[src/sliding_window_median_position_macros.svh]
// assertion macros shared by the median window rtl
`ifndef SLIDING_WINDOW_MEDIAN_POSITION_MACROS_SVH
`define SLIDING_WINDOW_MEDIAN_POSITION_MACROS_SVH
`ifndef SYNTHESIS
// plain property, checked at every edge outside reset
`define SWMP_ASSERT(lbl, clk, rst_n, prop, msg) \
	lbl: assert property (@(posedge clk) disable iff (!rst_n) prop) else $error(msg);
// cause in this cycle, effect in the next
`define SWMP_ASSERT_NEXT(lbl, clk, rst_n, ante, cons, msg) \
	lbl: assert property (@(posedge clk) disable iff (!rst_n) (ante) |=> (cons)) else $error(msg);
`else
`define SWMP_ASSERT(lbl, clk, rst_n, prop, msg)
`define SWMP_ASSERT_NEXT(lbl, clk, rst_n, ante, cons, msg)
`endif
`endif

[src/swmp_pkg.sv]
// shared types and constants of the median window
`timescale 1ns / 1ps
package swmp_pkg;

	localparam int NCH     = 5;
	localparam int CFG_W   = 5;
	localparam int HELD_W  = 5;

	localparam int CH_REL_X = 0;
	localparam int CH_REL_Y = 1;
	localparam int CH_REL_Z = 2;
	localparam int CH_ABS_X = 3;
	localparam int CH_ABS_Y = 4;

	typedef enum logic [1:0] {
		ST_IDLE,
		ST_LOAD,
		ST_RANK,
		ST_DONE
	} swmp_state_t;

	typedef struct packed {
		logic shift;
		logic load_probe;
		logic rotate;
	} swmp_cell_ctl_t;

endpackage

[src/swmp_cell.sv]
// one window cell: stored sample, circulating probe and per-channel rank counters
`timescale 1ns / 1ps
module swmp_cell #(
	parameter int SAMPLE_WIDTH = 32,
	parameter int CW           = 5,
	parameter int IW           = 4,
	parameter int INDEX        = 0
) (
	input  logic                                            clk,
	input  swmp_pkg::swmp_cell_ctl_t                        ctl,
	input  logic [CW-1:0]                                   count,
	input  logic [IW-1:0]                                   target,
	input  logic [swmp_pkg::NCH-1:0][SAMPLE_WIDTH-1:0]      shift_in_val,
	output logic [swmp_pkg::NCH-1:0][SAMPLE_WIDTH-1:0]      shift_out_val,
	input  logic [swmp_pkg::NCH-1:0][SAMPLE_WIDTH-1:0]      probe_in_val,
	input  logic [IW-1:0]                                   probe_in_tag,
	output logic [swmp_pkg::NCH-1:0][SAMPLE_WIDTH-1:0]      probe_out_val,
	output logic [IW-1:0]                                   probe_out_tag,
	output logic [swmp_pkg::NCH-1:0][SAMPLE_WIDTH-1:0]      pick
);

	localparam logic [CW-1:0] MY_POS = CW'(INDEX);
	localparam logic [IW-1:0] MY_TAG = IW'(INDEX);

	logic [swmp_pkg::NCH-1:0][SAMPLE_WIDTH-1:0] val_q;
	logic [swmp_pkg::NCH-1:0][SAMPLE_WIDTH-1:0] probe_val_q;
	logic [IW-1:0]                              probe_tag_q;
	logic [swmp_pkg::NCH-1:0][IW-1:0]           rank_q;
	logic [swmp_pkg::NCH-1:0]                   beats;
	logic                                       probe_live;
	logic                                       in_window;

	assign probe_live = CW'(probe_tag_q) < count;
	assign in_window  = MY_POS < count;

	// probe ranks below this cell's value, ties broken by position
	always_comb begin
		for (int c = 0; c < swmp_pkg::NCH; c++) begin
			beats[c] = probe_live &&
				(($signed(probe_val_q[c]) < $signed(val_q[c])) ||
				 ((probe_val_q[c] == val_q[c]) && (probe_tag_q < MY_TAG)));
		end
	end

	always_ff @(posedge clk) begin
		if (ctl.shift) begin
			val_q <= shift_in_val;
		end
		if (ctl.load_probe) begin
			probe_val_q <= val_q;
			probe_tag_q <= MY_TAG;
			rank_q      <= '0;
		end else if (ctl.rotate) begin
			probe_val_q <= probe_in_val;
			probe_tag_q <= probe_in_tag;
			for (int c = 0; c < swmp_pkg::NCH; c++) begin
				if (beats[c]) begin
					rank_q[c] <= rank_q[c] + IW'(1);
				end
			end
		end
	end

	always_comb begin
		for (int c = 0; c < swmp_pkg::NCH; c++) begin
			pick[c] = (in_window && (rank_q[c] == target)) ? val_q[c] : '0;
		end
	end

	assign shift_out_val = val_q;
	assign probe_out_val = probe_val_q;
	assign probe_out_tag = probe_tag_q;

endmodule

[config.mk]
export PLATFORM = sky130hd
export DESIGN_NAME = swmp_cell
export DESIGN_NICKNAME = d
export VERILOG_FILES = /design/src/sliding_window_median_position_macros.svh /design/src/swmp_pkg.sv /design/src/swmp_cell.sv
export SDC_FILE = /design/constraint.sdc
export NUM_CORES = 1
export LEC_CHECK = 0
export BUFFER_PORTS_ARGS = -buffer_cell sky130_fd_sc_hd__buf_2
export CORE_AREA = 8 8 312 314
export DETAILED_ROUTE_END_ITERATION = 8
export DIE_AREA = 0 0 320 322
export GPL_TIMING_DRIVEN = 0
export PLACE_DENSITY_LB_ADDON = 0.1
export SLEW_MARGIN = 5
export SYNTH_ARGS = -nofsm -noshare
export SYNTH_HDL_FRONTEND = slang
export SYNTH_SLANG_ARGS = --single-unit
[constraint.sdc]
create_clock -name clk -period 3.3 [get_ports clk]
set_input_delay 0.33 -clock clk [delete_from_list [all_inputs] [get_ports clk]]
set_output_delay 0.33 -clock clk [all_outputs]
set_load 0.01 [all_outputs]
---- Word level (Yosys, flattened, before mapping) ----
Index checks and enable logic that the tools add are counted.
word-level totals
  input bits .............................. 337
  register bits after elaboration ......... 344
  logic and storage cells ................. 72
  output and inout bits ................... 484
cells by class
  muxes and demuxes ....................... 7
  equality and inequality tests ........... 10
  reductions and logical operators ........ 26
  add/sub/neg operators ................... 5
  $lt $le $gt $ge ......................... 8
operators by type and width
  operator             count
  $mux 160             2
  $eq 32x32->1         5
  $lt 32x32->1         5
  $mux 32              5
  $add 4x1->4 const B  5
  $eq 4x4->1           5
  $logic_and 1x1->1    15
  $reduce_and 2->1     5
  $logic_or 1x1->1     5
  $lt 1x5->1 const A   1
  $lt 4x5->1           1
  $lt 4x1->1 const B   1
  $reduce_bool 2->1    1

---- Depth between registers and ports, before layout ----
  depth in word-level cells ............... 5
  gate-level depth with buffers ........... 9
  depth with buffers taken out ............ 9

---- Least setup slack after synthesis ----
Ideal clock, no wire load.
  kind .................................... input port to flip-flop
  start ................................... input port ctl[1] (netlist name)
  end ..................................... register probe_val_q (netlist bit probe_out_val[0]) (enable)
  path slack .............................. -0.253 ns
  cell stages on the path ................. 4
  buffers on the path ..................... 3
  arrival time ............................ 3.100 ns
  cell sequence ........................... clkbuf_1 clkbuf_1 clkbuf_1 or2_2
between the ends
  longest elaborated chain between the ends .. 1
RTL lines
  what                         line             RTL
  from (decl)                  swmp_cell.sv:10  input swmp_pkg::swmp_cell_ctl_t ctl,
  $reduce_bool 2->1 (no line)  n/a
  to (signal assigned)         swmp_cell.sv:50  probe_val_q <= val_q;
  to (signal assigned)         swmp_cell.sv:54  probe_val_q <= probe_in_val;
  to (decl)                    swmp_cell.sv:26  logic [swmp_pkg::NCH-1:0][SAMPLE_WIDTH-1:0] probe_val_q;
No other way between the ends.
A chain may end at the register's enable or synchronous reset.

---- Worst setup path after layout ----
  start ................................... register val_q (netlist bit shift_out_val[121])
  end ..................................... register rank_q[12] (netlist name)
between the ends
  longest elaborated chain between the ends .. 5
  elaborated cells on any way between the ends .. 6
RTL lines
  what                                                                  line             RTL
  from (decl)                                                           swmp_cell.sv:25  logic [swmp_pkg::NCH-1:0][SAMPLE_WIDTH-1:0] val_q;
  from (signal assigned)                                                swmp_cell.sv:47  val_q <= shift_in_val;
  parallel branches: the longest is 2 deep, another holds $lt 32x32->1  n/a
  $logic_or 1x1->1 *                                                    swmp_cell.sv:40  (($signed(probe_val_q[c]) < $signed(val_q[c])) ||
  $logic_and 1x1->1 *                                                   swmp_cell.sv:39  beats[c] = probe_live &&
  $reduce_and 2->1 (no line) *                                          n/a
  to (signal, indexed assignment)                                       swmp_cell.sv:58  rank_q[c] <= rank_q[c] + IW'(1);
  to (decl)                                                             swmp_cell.sv:28  logic [swmp_pkg::NCH-1:0][IW-1:0] rank_q;
Every way passes the cells marked *.

==> key figures <==
Worst setup path
  • CP Class: reg -> reg
  • Worst setup SP type: flop
  • Endpoint class of the critical path: flop
  • WP data required: 3.78 ns
  • Top Family by Delay on Critical Path: compound AO/OA/AOI/OAI gates
  • CP Max Fanout: 3
  • Worst EP arrival: 3.69 ns
  • Worst Path Buf+Inv: 1
  • Crit-path cells: inv_1 -> ha_1 -> a21o_1 -> a221o_1 -> a221oi_1 -> o21ai_1 -> a21oi_2 -> mux2_4 -> mux2_1
  • Slowest cell on the critical path: edfxtp_1
  • CP peak stage delay: 0.54 ns

CTS
  • Num CTS Buffers: 49
  • Worst-path clk slew: 0.05 ns
  • CTS Buffer Depth: 3
  • H-tree lvl count: 2
  • TritonCTS Sinks: 344
  • Clock Latency Late Sink: 0.62 ns
  • CTS root buffer: clkbuf_16
  • CTS tree: done

Global route
  • Initial antenna violation count: 13
  • Largest net degree at the start of global routing: 84
  • Total grt overflow: 0
  • Vias in the first global route: 18200
  • Global Route Usage Sum: 16.0%
  • First-pass GRT wire length: 124000 um

STA
  • Clock Skew: 0.0169 ns
  • Slew Limit Headroom: 43.0%
  • Setup violators final: 0
  • Slew @ Worst Pin: 0.854 ns
  • Minimum clock period: 3.20 ns
  • PnR worst setup slack: 0.0956 ns
  • Fin crit share: 97.1%
  • Worst Hold Slack: 0.0596 ns
  • RSZ-0062 raised after global routing: no
  • Slew Viols, Final: 0
  • Final Hold Vio Count: 0
  • Max Clk Rate: 312 MHz

Synthesis
  • Share of synthesized flip-flops with an asynchronous set or reset: 0%
  • Leading area contributor after synthesis: edfxtp_1
  • Top post-synthesis cells by area: edfxtp_1, ha_1, mux2_2
  • Netlist cell types: 43
  • Post-synth EDFFs: 320
  • Sequential share of the synthesized area: 55.5%
  • Post-Synthesis Cells: 1433
  • Ys flop type: edfxtp_1
  • Register bit total from synthesis: 344
  • Synth warnings: 0
  • Area share of the largest cell type after synthesis: 52.8%
  • Most frequent cells after synthesis: edfxtp_1, inv_1, ha_1
  • Cell with the most instances after synthesis: edfxtp_1
  • Syn_area_per_cell: 12.7 sq um
  • Post-synthesis instance area: 0.0182 sq mm
  • Post-Syn Nets: 1933

Final layout
  • Share of cells above drive strength 1: 40.3%
  • Final instance area: 0.0287 sq mm
  • Area grow syn2layout: 57.8%
  • Layout net count: 3119
  • Final Core Density: 31.0%

Outcome
  • Status: finished, final reports clean

Power
  • Worst vdd ir: 0.338 mV
  • Clock power frac: 39.6%
  • Reg power frac: 40.1%
  • Combinational share of power: 20.3%
  • Internal: 9860 uW
  • Net Switching: 4030 uW
  • Pwr Density: 484 mW/mm^2
  • Lkg Pwr: 0.0132 uW
  • Sw Share: 29.0%

Route
  • DR DRC count: 0
  • DR pass1 iterations: 5
  • 1st-iter DRT viols: 672
  • DRT antenna net count: 0
  • WL final: 86700 um
  • Vias per cell: 4.22
  • DR vias: 16300
  • Drt wl/cell: 22.5 um

Placement
  • Pre-CTS setup slack: -0.694 ns
  • Post-DP HPWL: 69000 um
  • RD Place Congestion: 0.838
  • Area post-placement: 0.0239 sq mm
  • Port bufs: 814

Die
  • Row count: 112
  • Chip height: 322 um
  • Die area: 0.103 sq mm
  • Initial core utilization: 19.7%
  • IO Count: 821
  • Die Width: 320 um
  • Core Region: 0.0925 sq mm

Flow run
  • Max-cap violations: 0

Worst hold path
  • HP Class: in -> reg
==> logic make-up after synthesis <==
family,Yosys count,share of synthesized area (%)
flops,344,55.5
simple gates,319,9.01
buf+inv,235,4.85
mux,199,12.2
fa+ha+maj,163,11.2
compound gates,153,6.27
xor+xnor,20,0.963
==> area by class of cell <==
class | count | area, sq um
Multi-Input combinational cell | 854 | 7230
Buffer | 66 | 256
Timing Repair Buffer | 1135 | 7370
Sequential cell | 344 | 10100
Clock inverter | 31 | 348
Fill cell | 9614 | 63800
Antenna cell | 4 | 10.0
Inverter | 169 | 634
Tap cell | 1197 | 1500
Clock buffer | 58 | 1280
==> state kept, by name (all words and copies together), names as in the netlist <==
signal / flops
probe_out_tag: 4
probe_out_val: 160
shift_out_val: 160
rank_q: 20
==> layer usage <==
layer	track usage, %	share of wire [%]	vias up
met3	5.22	7.1	157
met1	16.9	37	7813
li1	-	-	7734
met5	0	0.10	-
met4	6.01	4.0	14
met2	29.5	52	568
==> placed cells by master, fill, tap and decap left out, types with 17 or more instances in the layout <==
cell           Yosys  layout
inv_1            169     169
buf_2              1     814
nand2b_1          17      17
mux2i_1           20      20
nor2_1            36      35
nand2_1           30      30
ha_1             163     163
dlygate4sd3_1      0     317
mux2_2           161     161
a21oi_1           38      38
xnor2_1           20      20
dfxtp_1           24      24
a21o_1            26      26
edfxtp_1         320     320
clkbuf_1          65      69
clkbuf_16          0      50
nand4_1           24      24
nor3_1           156     156
==> per-stage QoR <==
stage,power [uW],std cells,TNS [ns]
after floorplan,6860,1433,0
after global placement,8220,3444,-436.47
after detailed placement,8220,3448,-100.97
after CTS,14200,3854,0
after global routing,14600,3857,0
final,13900,3858,0
==> repair_timing <==
action                                  4_1_cts  5_1_grt
endpoints found under the setup margin      115        0
resized for setup                             3        0
hold buffers                                317        0
endpoints found under the hold margin       317        0
setup buffers                                 0        0
==> power by group through the flow <==
stage | logic (uW) | registers (uW) | clock network [uW]
after floorplan | 1140 | 5730 | 0
after global placement | 2550 | 5670 | 0
after detailed placement | 2560 | 5660 | 0
after CTS | 2900 | 5570 | 5730
after global routing | 3130 | 5620 | 5830
final | 2820 | 5570 | 5500
==> final timing paths <==
path / startpoint / end / slack (ns) / cells past startpoint
setup / recovery: shift_out_val[121]$_DFFE_PP_ / rank_q[12]$_SDFFE_PP0P_ / 0.1 / 9
hold / removal: probe_in_val[140] / probe_out_val[140]$_DFFE_PP_ / 0.06 / 2
setup reg to reg: shift_out_val[121]$_DFFE_PP_ / rank_q[12]$_SDFFE_PP0P_ / 0.1 / 9
hold reg to reg: rank_q[13]$_SDFFE_PP0P_ / rank_q[13]$_SDFFE_PP0P_ / 0.53 / 2
Note: power is estimated with default switching activity, not from simulation.
