==> config.mk <==
export PLATFORM = sky130hd
export DESIGN_NAME = swmp_ctrl
export DESIGN_NICKNAME = d
export VERILOG_FILES = /design/src/swmp_pkg.sv /design/src/swmp_ctrl.sv
export VERILOG_INCLUDE_DIRS = /design/src /design/src/src
export SDC_FILE = /design/constraint.sdc
export NUM_CORES = 1
export LEC_CHECK = 0
export BUFFER_PORTS_ARGS = -buffer_cell sky130_fd_sc_hd__buf_2
export CAP_MARGIN = 20
export CORE_MARGIN = 4
export CORE_UTILIZATION = 35
export CTS_BUF_LIST = sky130_fd_sc_hd__clkbuf_8
export DETAILED_ROUTE_END_ITERATION = 12
export PLACE_DENSITY = 0.62
export SLEW_MARGIN = 20
export SYNTH_ARGS = -nofsm -noshare
export SYNTH_HDL_FRONTEND = slang
export SYNTH_SLANG_ARGS = --single-unit
==> constraint.sdc <==
create_clock -name clk -period 2.59 [get_ports clk]
set_input_delay 0.259 -clock clk [delete_from_list [all_inputs] [get_ports clk]]
set_output_delay 0.259 -clock clk [all_outputs]
set_load 0.01 [all_outputs]
==> src/sliding_window_median_position_macros.svh <==
// assertion macros shared by the median window rtl
`ifndef SLIDING_WINDOW_MEDIAN_POSITION_MACROS_SVH
`define SLIDING_WINDOW_MEDIAN_POSITION_MACROS_SVH
`ifndef SYNTHESIS
// plain property, checked at every edge outside reset
`define SWMP_ASSERT(lbl, clk, rst_n, prop, msg) \
	lbl: assert property (@(posedge clk) disable iff (!rst_n) prop) else $error(msg);
// cause in this cycle, effect in the next
`define SWMP_ASSERT_NEXT(lbl, clk, rst_n, ante, cons, msg) \
	lbl: assert property (@(posedge clk) disable iff (!rst_n) (ante) |=> (cons)) else $error(msg);
`else
`define SWMP_ASSERT(lbl, clk, rst_n, prop, msg)
`define SWMP_ASSERT_NEXT(lbl, clk, rst_n, ante, cons, msg)
`endif
`endif

==> src/swmp_pkg.sv <==
// shared types and constants of the median window
`timescale 1ns / 1ps
package swmp_pkg;

	localparam int NCH     = 5;
	localparam int CFG_W   = 5;
	localparam int HELD_W  = 5;

	localparam int CH_REL_X = 0;
	localparam int CH_REL_Y = 1;
	localparam int CH_REL_Z = 2;
	localparam int CH_ABS_X = 3;
	localparam int CH_ABS_Y = 4;

	typedef enum logic [1:0] {
		ST_IDLE,
		ST_LOAD,
		ST_RANK,
		ST_DONE
	} swmp_state_t;

	typedef struct packed {
		logic shift;
		logic load_probe;
		logic rotate;
	} swmp_cell_ctl_t;

endpackage

==> src/swmp_ctrl.sv <==
// sequencer: window size register, fill count and rank pass timing
`timescale 1ns / 1ps
`include "sliding_window_median_position_macros.svh"
module swmp_ctrl #(
	parameter int WINDOW_MAX = 16,
	parameter int CW         = 5,
	parameter int IW         = 4
) (
	input  logic                        clk,
	input  logic                        arst_n,
	input  logic                        cfg_we,
	input  logic [swmp_pkg::CFG_W-1:0]  cfg_wdata,
	input  logic                        in_valid,
	input  logic                        in_detected,
	output logic                        in_ready,
	input  logic                        out_free,
	output logic                        load_out,
	output swmp_pkg::swmp_cell_ctl_t    ctl,
	output logic [CW-1:0]               count,
	output logic [IW-1:0]               target,
	output logic                        has_pos
);

	localparam int EW = (CW > swmp_pkg::CFG_W) ? CW : swmp_pkg::CFG_W;
	localparam logic [EW-1:0] WMAX = EW'(WINDOW_MAX);
	localparam logic [IW-1:0] LAST = IW'(WINDOW_MAX - 1);

	swmp_pkg::swmp_state_t        state_q, state_n;
	logic [CW-1:0]                count_q;
	logic [swmp_pkg::CFG_W-1:0]   ws_q;
	logic [IW-1:0]                cyc_q;
	logic                         has_pos_q;
	logic [EW-1:0]                ws_ext;
	logic [EW-1:0]                eff;
	logic                         full;
	logic                         accept;

	// zero acts as one, anything above the cell count as the cell count
	always_comb begin
		ws_ext = EW'(ws_q);
		if (ws_ext == '0) begin
			eff = EW'(1);
		end else if (ws_ext > WMAX) begin
			eff = WMAX;
		end else begin
			eff = ws_ext;
		end
	end

	assign full   = EW'(count_q) >= eff;
	assign accept = (state_q == swmp_pkg::ST_IDLE) && in_valid;

	always_comb begin
		state_n = state_q;
		case (state_q)
			swmp_pkg::ST_IDLE: begin
				if (in_valid) begin
					state_n = in_detected ? swmp_pkg::ST_LOAD : swmp_pkg::ST_DONE;
				end
			end
			swmp_pkg::ST_LOAD: begin
				state_n = swmp_pkg::ST_RANK;
			end
			swmp_pkg::ST_RANK: begin
				if (cyc_q == LAST) begin
					state_n = swmp_pkg::ST_DONE;
				end
			end
			swmp_pkg::ST_DONE: begin
				if (out_free) begin
					state_n = swmp_pkg::ST_IDLE;
				end
			end
			default: begin
				state_n = swmp_pkg::ST_IDLE;
			end
		endcase
	end

	always_comb begin
		in_ready       = (state_q == swmp_pkg::ST_IDLE);
		ctl.shift      = accept && in_detected;
		ctl.load_probe = (state_q == swmp_pkg::ST_LOAD);
		ctl.rotate     = (state_q == swmp_pkg::ST_RANK);
		load_out       = (state_q == swmp_pkg::ST_DONE) && out_free;
	end

	always_ff @(posedge clk or negedge arst_n) begin
		if (!arst_n) begin
			state_q   <= swmp_pkg::ST_IDLE;
			count_q   <= '0;
			ws_q      <= swmp_pkg::CFG_W'(5);
			cyc_q     <= '0;
			has_pos_q <= 1'b0;
		end else begin
			state_q <= state_n;
			if (cfg_we) begin
				ws_q <= cfg_wdata;
			end
			if (accept) begin
				has_pos_q <= in_detected;
				if (in_detected) begin
					// a full window drops its oldest as the new sample goes in
					if (!full) begin
						count_q <= count_q + CW'(1);
					end
				end else if (count_q != '0) begin
					count_q <= count_q - CW'(1);
				end
			end
			if (state_q == swmp_pkg::ST_LOAD) begin
				cyc_q <= '0;
			end else if (state_q == swmp_pkg::ST_RANK) begin
				cyc_q <= cyc_q + IW'(1);
			end
		end
	end

	assign count   = count_q;
	assign target  = IW'(count_q >> 1);
	assign has_pos = has_pos_q;

	`SWMP_ASSERT_NEXT(a_count_grows, clk, arst_n, accept && in_detected && !full, count_q == $past(count_q) + CW'(1), "window count did not grow on append")
	`SWMP_ASSERT_NEXT(a_miss_direct, clk, arst_n, accept && !in_detected, (state_q == swmp_pkg::ST_DONE) && !has_pos_q, "missed detection did not go straight to result")
	`SWMP_ASSERT_NEXT(a_rank_len, clk, arst_n, (state_q == swmp_pkg::ST_RANK) && (cyc_q == LAST), state_q == swmp_pkg::ST_DONE, "rank pass overran the ring length")

endmodule
# Yosys cells after proc, flatten, opt, wreduce, memory -nomap -nowiden

Cells that the tools add are included.

Memories kept: 0
Memory bits (writable): 0
Output and inout bits: 15
Bits in latches: 0
Register bits: 17
Bits in read-only memories: 0

Equality and inequality tests: 8
Shift-type cells: 0
Divide/modulo/power cells: 0
Reductions and logical operators: 10
Bitwise gates (word level): 0
Order comparisons: 2
$mul: 0
Add/sub/neg operators: 3
Multiplexer cells: 12

Operators by type and width:

| kind                                                  | count |
|---|---|
| two-way mux 5 bit                                     | 5 |
| two-way mux 2 bit                                     | 4 |
| two-way mux 4 bit                                     | 2 |
| one-hot mux 2 bit (4 select lines)                    | 1 |
| inequality test 2 bit, second input constant          | 3 |
| AND reduction 3 bit                                   | 2 |
| adder 5 x 1 -> 5 bit, second input constant           | 1 |
| greater-or-equal comparator 5 bit                     | 1 |
| greater-than comparator 5 bit, second input constant  | 1 |
| zero test 5 bit                                       | 1 |
| nonzero test 5 bit                                    | 1 |
| subtractor 5 x 1 -> 5 bit, second input constant      | 1 |
| adder 4 x 1 -> 4 bit, second input constant           | 1 |
| equality test 2 bit, second input constant            | 2 |
| equality test 4 bit, second input constant            | 1 |
| nonzero test 2 bit                                    | 2 |
| logical AND 1 bit                                     | 3 |
| equality test 2 x 1 -> 1 bit, second input constant   | 1 |
| zero test 2 bit                                       | 1 |
| inequality test 2 x 1 -> 1 bit, second input constant | 1 |

# Logic depth before layout (Yosys ltp)

Gate-level depths: netlist of run 1.

Depth in word-level cells: 6
Depth in mapped cells: 9
Mapped depth without buffers: 9

# Worst setup path before layout of run 1

OpenSTA, ideal clock, no wires.

Kind: reg-to-reg
Start: reg ws_q, in the netlist ws_ext[2]
End: reg count_q[1], in the netlist count[1]
Cell stages (with the launch flop): 10
Setup time: 125 ps
Arrival time: 1912 ps
Period minus slack after synthesis: 2037 ps
Slack: 553 ps
Path through: dfstp_2 > nor3_1 > nor2_1 > nor2_1 > ha_1 > nor2b_1 > o21ai_0 > a41oi_1 > o31ai_4 > mux2_2

Word-level cells in the longest chain between the ends: 6
Elaborated cells on any way between the ends: 7
Those cells by class: order compare (2); eq/ne (1); mux (2); reduce/logical (2)

Ends and longest elaborated chain:

| item                                | line             | source |
|---|---|---|
| start: declaration                  | swmp_ctrl.sv:30  | `logic [swmp_pkg::CFG_W-1:0] ws_q;` |
| start signal: assignment            | swmp_ctrl.sv:92  | `ws_q <= swmp_pkg::CFG_W'(5);` |
| start signal: assignment            | swmp_ctrl.sv:98  | `ws_q <= cfg_wdata;` |
| greater-than comparator 5 bit       | swmp_ctrl.sv:43  | `end else if (ws_ext > WMAX) begin` |
| two-way mux 5 bit                   | swmp_ctrl.sv:43  |  |
| two-way mux 5 bit *                 | swmp_ctrl.sv:41  | `if (ws_ext == '0) begin` |
| greater-or-equal comparator 5 bit * | swmp_ctrl.sv:50  | `assign full = EW'(count_q) >= eff;` |
| inequality test 2 bit (no line) *   | --               |  |
| AND reduction 3 bit (no line) *     | --               |  |
| end signal: assignment              | swmp_ctrl.sv:105 | `count_q <= count_q + CW'(1);` |
| end signal: assignment              | swmp_ctrl.sv:108 | `count_q <= count_q - CW'(1);` |
| end: declaration                    | swmp_ctrl.sv:29  | `logic [CW-1:0] count_q;` |

Every way passes the cells marked *; elsewhere a longest branch is shown, timed or not.
A chain may end at the register's enable or synchronous reset.

# Worst setup path in the final report of run 1

Start: reg ws_q, in the netlist ws_ext[2]
End: reg count_q[3], in the netlist count[3]

Same word-level chain as after synthesis.

==> flow_summary.json, run 1 <==
{
  "critPathMaxFanout": 5,
  "die_area_um2": 4100,
  "arrival_ps": 2360,
  "cts_max_path_buffers": 2,
  "yosysMostFrequentCell": "dfrtp_1",
  "die_h_um": 64.0,
  "die_w_um": 64.0,
  "syn-num-nets": 132,
  "p_clk_share_pct": 13.4,
  "path_class": "flop to flop",
  "cts_root_buf": "clkbuf_8",
  "cp_slowest_cell": "dfstp_2",
  "drt_iter0_drc": 12,
  "grt_setup_unrepaired": "false",
  "start_util_pct": 36.3,
  "power.density_nw_per_um2": 1140,
  "p_int_mw": 0.863,
  "synth-seq-cells": 17,
  "hpwlAfterDp_um": 1700,
  "ys.flop_type": "dfrtp_1",
  "drv_cap": 0,
  "antenna_found_initial": 0,
  "via_per_inst": 4.82,
  "power_switching_mw": 0.621,
  "overflow": 0,
  "htree_levels": 1,
  "grt_pass1_wl_um": 3620,
  "cts_buffers": 3,
  "grtUsageMet1_pct": 12.2,
  "synthTopCellsByArea": "dfrtp_1 34%, ha_1 15%, mux2_2 9.2%",
  "synth_top_cell_by_area": "dfrtp_1",
  "ys_seq_area_share_pct": 39.0,
  "syn_to_final_growth_pct": 18.5,
  "clock_latency_ps": 260,
  "critPathRequiredTime_ps": 2730,
  "met3_usage_pct": 3.69,
  "syn_area_um2": 1100,
  "min_period_over_period_pct": 85.7,
  "final_nets": 158,
  "switching_share_pct": 41.9,
  "startpoint_type": "flop",
  "r2r_slack_ps": 370,
  "whs_ps": 215,
  "async_flop_share_pct": 100,
  "met2_usage_pct": 19.7,
  "setup_slack_ps": 371,
  "post-route-cell-area_um2": 1300,
  "cp-end-kind": "flop",
  "firstDrtPassIters": 4,
  "drive_above_1_share_pct": 32.6,
  "layout_min_cycle_time_ps": 2220,
  "yosys_warnings": 0,
  "drc": 0,
  "wl_um": 2150,
  "synth_edf_count": 0,
  "cts.sinks": 17,
  "num_rows": 20,
  "hold_class": "input port to flop",
  "cts_tree": "built",
  "grt_pass1_vias": 859,
  "r2r-end": "count[3]$_DFFE_PN0P_",
  "insertedDiodeCount": 0,
  "cp_common_cell": "nor2_1",
  "dp_cells": 171,
  "finalSetupViolations": 0,
  "slew_headroom_pct": 67.5,
  "finalHoldViolCount": 0,
  "place_area_um2": 1240,
  "hold_buffers": 1,
  "ios": 26,
  "drv_slew": 0,
  "p_seq_share_pct": 34.2,
  "outcome": "complete, no violations",
  "grt_start_max_net_pins": 18,
  "ir_worst_vdd_v": 0.000434,
  "post-route-util_pct": 43.0,
  "core_um2": 3030,
  "clk_pin_slew_ps": 60,
  "synth_top_area_share_pct": 34.2,
  "avgSynthCellArea_um2": 10.3,
  "track_usage_pct": 11.3,
  "combPwrFrac_pct": 52.4,
  "timing.fmax_mhz": 451,
  "busiest_layer": "met2",
  "crit_path_max_incr_delay_ps": 540,
  "vias": 849,
  "total_leakage_power_nw": 0.643,
  "min-delay-start": "cfg_wdata[4]",
  "hold_path_end": "ws_ext[4]$_DFFE_PN0P_",
  "crit_chain": "nor3_1 -> nor2_1 -> nor2_1 -> ha_1 -> nor2b_1 -> o21ai_0 -> a41oi_1 -> o31ai_4 -> mux2_2",
  "fin_cells": 176,
  "synth_cell_types": 29,
  "port_buffers": 25,
  "wl_per_cell_um": 12.2,
  "synth_common_cells": "15 x dfrtp_1, 13 x ha_1, 11 x inv_1",
  "gp_congestion": 0.787,
  "tns_ps": 0,
  "post_cts_resized": 0,
  "synthCells": 107,
  "finClkSkew_ps": 0.924,
  "ant_nets": 0,
  "hold_depth": 3,
  "worst_pin_slew_ps": 488,
  "cts_setup_buffers": 0,
  "r2r_cells": 9,
  "p_total_mw": 1.48,
  "r2r-start": "ws_ext[2]$_DFFE_PN1P_",
  "post-place-ws_ps": 388
}
-- final cells by class --
class | count | area (um^2)
clock inverter | 1 | 5.00
multi-input combinational | 74 | 596
fill | 315 | 1730
clock buffer | 3 | 41.3
sequential | 17 | 428
timing repair buffer | 26 | 135
inverter | 11 | 41.3
tap | 44 | 55.1
-- power groups by stage --
stage                     registers, mW  logic, mW  clock network [mW]
after floorplan                   0.503      0.586                   0
after global placement            0.502      0.757                   0
after detailed placement          0.513      0.786                   0
after CTS                         0.508      0.793               0.207
after global routing              0.527      0.881               0.219
final                             0.507      0.778               0.199
-- cell families (layout without fill, tap and decap cells) --
| group | count (synthesis) | in the layout | share of synthesized area (%) |
|---|---|---|---|
| multiplexers | 9 | 9 | 9.23 |
| XOR/XNOR | 3 | 3 | 2.39 |
| AO/OA/AOI/OAI | 23 | 23 | 14.9 |
| AND/OR/NAND/NOR | 25 | 25 | 11.0 |
| adder cells (fa/ha/maj) | 14 | 14 | 16.6 |
| flip-flops | 17 | 17 | 39.0 |
| buffers and inverters | 16 | 41 | 6.83 |
-- layer usage --
metal | part of all wire (%) | vias up
met5 | 0 | -
met3 | 5.6 | 5
li1 | - | 420
met2 | 49 | 18
met1 | 43 | 406
met4 | 2.1 | 0
-- flip-flops by register name, indices dropped and copies added, names as in the netlist --
| register | flops |
|---|---|
| cyc_q | 4 |
| count | 5 |
| has_pos | 1 |
| ws_ext | 5 |
| state_q | 2 |
-- how the worst max path moves through the flow --
stage / endpoint / start / slack, ps
finish: count[3]$_DFFE_PN0P_ / ws_ext[2]$_DFFE_PN1P_ / 370
global route: count[1]$_DFFE_PN0P_ / ws_ext[1]$_DFFE_PN0P_ / 220
CTS: count[3]$_DFFE_PN0P_ / ws_ext[2]$_DFFE_PN1P_ / 360
detailed placement: count[3]$_DFFE_PN0P_ / ws_ext[2]$_DFFE_PN1P_ / 390
global placement: count[2]$_DFFE_PN0P_ / ws_ext[2]$_DFFE_PN1P_ / 460
floorplan: count[1]$_DFFE_PN0P_ / ws_ext[2]$_DFFE_PN1P_ / 550
-- worst max-delay path, delay by kind of cell, from the launching register on --
family / cells / cell delay [ps]
AO/OA/AOI/OAI: 3 / 710
multiplexers: 1 / 300
AND/OR/NAND/NOR: 4 / 300
adder cells (fa/ha/maj): 1 / 260
flip-flops: 1 / 540
-- placed cells by master, fill, tap and decap left out, drive strengths merged, types with 2 or more instances in the layout --
| master | n |
|---|---|
| buf | 25 |
| dfrtp | 15 |
| ha | 13 |
| inv | 11 |
| nand2 | 10 |
| mux2 | 9 |
| o21ai | 6 |
| a21oi | 5 |
| nor2 | 4 |
| nand3 | 4 |
| a21o | 3 |
| clkbuf | 3 |
| nor3 | 2 |
| o22ai | 2 |
| o211ai | 2 |
| xnor2 | 2 |
| dfstp | 2 |
Note: power is estimated with default switching activity, not from simulation.
==> run 2: changes to the inputs <==
--- a/config.mk
+++ b/config.mk
@@ -12,7 +12,7 @@
 export CORE_UTILIZATION = 35
 export CTS_BUF_LIST = sky130_fd_sc_hd__clkbuf_8
 export DETAILED_ROUTE_END_ITERATION = 12
-export PLACE_DENSITY = 0.62
+export PLACE_DENSITY = 0.56
 export SLEW_MARGIN = 20
 export SYNTH_ARGS = -nofsm -noshare
 export SYNTH_HDL_FRONTEND = slang
==> run 2 against run 1 <==
Non-clock buffer count up 1; count of clock-buffer cells in the layout unchanged; design area increased by 0.48%; critical path depth did not move; setup slack better by 37 ps; largest cell class unchanged; highest routed layer unchanged.
==> flow_summary.json, run 2 (synthesis gave the netlist of run 1 again) <==
{
  "outcome": "complete, no violations",
  "crit_chain": "nor3_1 -> nor2_1 -> nor2_1 -> ha_1 -> nor2b_1 -> o21ai_0 -> a41oi_1 -> o31ai_4 -> mux2_2",
  "antenna_found_initial": 0,
  "die_w_um": 64.0,
  "min-delay-start": "cfg_wdata[4]",
  "port_buffers": 25,
  "grt_setup_unrepaired": "false",
  "clock_latency_ps": 250,
  "p_total_mw": 1.48,
  "p_seq_share_pct": 32.8,
  "cts_max_path_buffers": 2,
  "power_switching_mw": 0.608,
  "overflow": 0,
  "timing.fmax_mhz": 458,
  "post-place-ws_ps": 406,
  "arrival_ps": 2310,
  "layout_min_cycle_time_ps": 2180,
  "cp_num_buf_inv": 0,
  "hpwlAfterDp_um": 1670,
  "ios": 26,
  "r2r-start": "ws_ext[2]$_DFFE_PN1P_",
  "path_depth": 9,
  "cts_root_buf": "clkbuf_8",
  "vias": 831,
  "finalSetupViolations": 0,
  "firstDrtPassIters": 4,
  "post-route-cell-area_um2": 1310,
  "total_leakage_power_nw": 0.649,
  "wl_per_cell_um": 11.7,
  "crit_path_max_incr_delay_ps": 530,
  "clk_pin_slew_ps": 60,
  "slew_headroom_pct": 70.8,
  "gp_congestion": 0.712,
  "worst_pin_slew_ps": 432,
  "cts_tree": "built",
  "htree_levels": 1,
  "path_class": "flop to flop",
  "cp_slowest_cell": "dfstp_2",
  "final_nets": 159,
  "combPwrFrac_pct": 54.4,
  "hold_path_end": "ws_ext[4]$_DFFE_PN0P_",
  "power.density_nw_per_um2": 1130,
  "post_cts_resized": 0,
  "syn_to_final_growth_pct": 19.0,
  "min_period_over_period_pct": 84.2,
  "p_clk_share_pct": 12.8,
  "insertedDiodeCount": 0,
  "num_rows": 20,
  "r2r-end": "count[1]$_DFFE_PN0P_",
  "cts.sinks": 17,
  "grt_start_max_net_pins": 18,
  "via_per_inst": 4.69,
  "crit_family": "compound AO/OA/AOI/OAI gates",
  "place_area_um2": 1250,
  "start_util_pct": 36.3,
  "critPathRequiredTime_ps": 2720,
  "finClkSkew_ps": 5.78,
  "setup_slack_ps": 408,
  "hold_class": "input port to flop",
  "r2r_cells": 9,
  "ant_nets": 0,
  "final_common_cell": "buf_2",
  "layout_common_cells": "25 x buf_2, 15 x dfrtp_1, 13 x ha_1",
  "p_int_mw": 0.871,
  "track_usage_pct": 10.8,
  "whs_ps": 218,
  "wl_um": 2070,
  "grt_pass1_vias": 811,
  "core_um2": 3030,
  "hold_depth": 3,
  "switching_share_pct": 41.1,
  "cp_common_cell": "nor2_1",
  "cts_buffers": 3,
  "die_area_um2": 4100,
  "drt_iter0_drc": 18,
  "startpoint_type": "flop",
  "drv_cap": 0,
  "r2r_slack_ps": 410,
  "finalHoldViolCount": 0,
  "drv_slew": 0,
  "tns_ps": 0,
  "grt_pass1_wl_um": 3530,
  "die_h_um": 64.0,
  "critPathMaxFanout": 5,
  "drc": 0,
  "drive_above_1_share_pct": 32.3,
  "cp-end-kind": "flop",
  "ir_worst_vdd_v": 0.000425
}
==> run 2: tightest hold or removal path, cell delays in order <==
cell	delay (ps)
buf_2	70
nand2_1	40
o21ai_0	60
==> run 2: area by class of cell <==
class / instances / area [um^2]
Clock buffer: 3 / 41.3
Clock inverter: 1 / 3.75
Fill cell: 313 / 1720
Inverter: 11 / 41.3
Multi-Input combinational cell: 74 / 596
Sequential cell: 17 / 428
Tap cell: 44 / 55.1
Timing Repair Buffer: 27 / 143
==> run 2: metrics by stage <==
stage	utilization, %	std cells
after floorplan	-	107
after global placement	41.4	172
after detailed placement	41.4	172
after CTS	43.2	177
after global routing	43.2	177
final	43.2	177
==> run 2: worst max-delay path by stage <==
stage	from	endpoint
3_5_place_dp	ws_ext[2]$_DFFE_PN1P_	count[1]$_DFFE_PN0P_
3_3_place_gp	ws_ext[2]$_DFFE_PN1P_	count[3]$_DFFE_PN0P_
4_1_cts	ws_ext[2]$_DFFE_PN1P_	count[1]$_DFFE_PN0P_
2_1_floorplan	ws_ext[2]$_DFFE_PN1P_	count[1]$_DFFE_PN0P_
6_report	ws_ext[2]$_DFFE_PN1P_	count[1]$_DFFE_PN0P_
5_1_grt	ws_ext[4]$_DFFE_PN0P_	count[1]$_DFFE_PN0P_
==> run 2: layer usage <==
layer	vias up	part of all wire, %	track usage [%]
met5	-	0	0
met4	0	1.5	5.66
met3	4	4.4	2.28
met2	15	49	17.8
met1	390	45	13.2
li1	422	-	-
==> run 2: what timing repair did <==
item,in CTS,in global routing
buffers inserted,0,0
hold buffers,1,0
endpoints found under the hold margin,15,0
==> run 2: power groups by stage <==
stage          logic, mW  clock network [mW]  registers (mW)
2_1_floorplan      0.586                   0           0.503
3_3_place_gp       0.795                   0           0.485
3_5_place_dp       0.811                   0           0.492
4_1_cts            0.821               0.198           0.488
5_1_grt            0.906               0.210           0.504
6_report           0.805               0.190           0.485
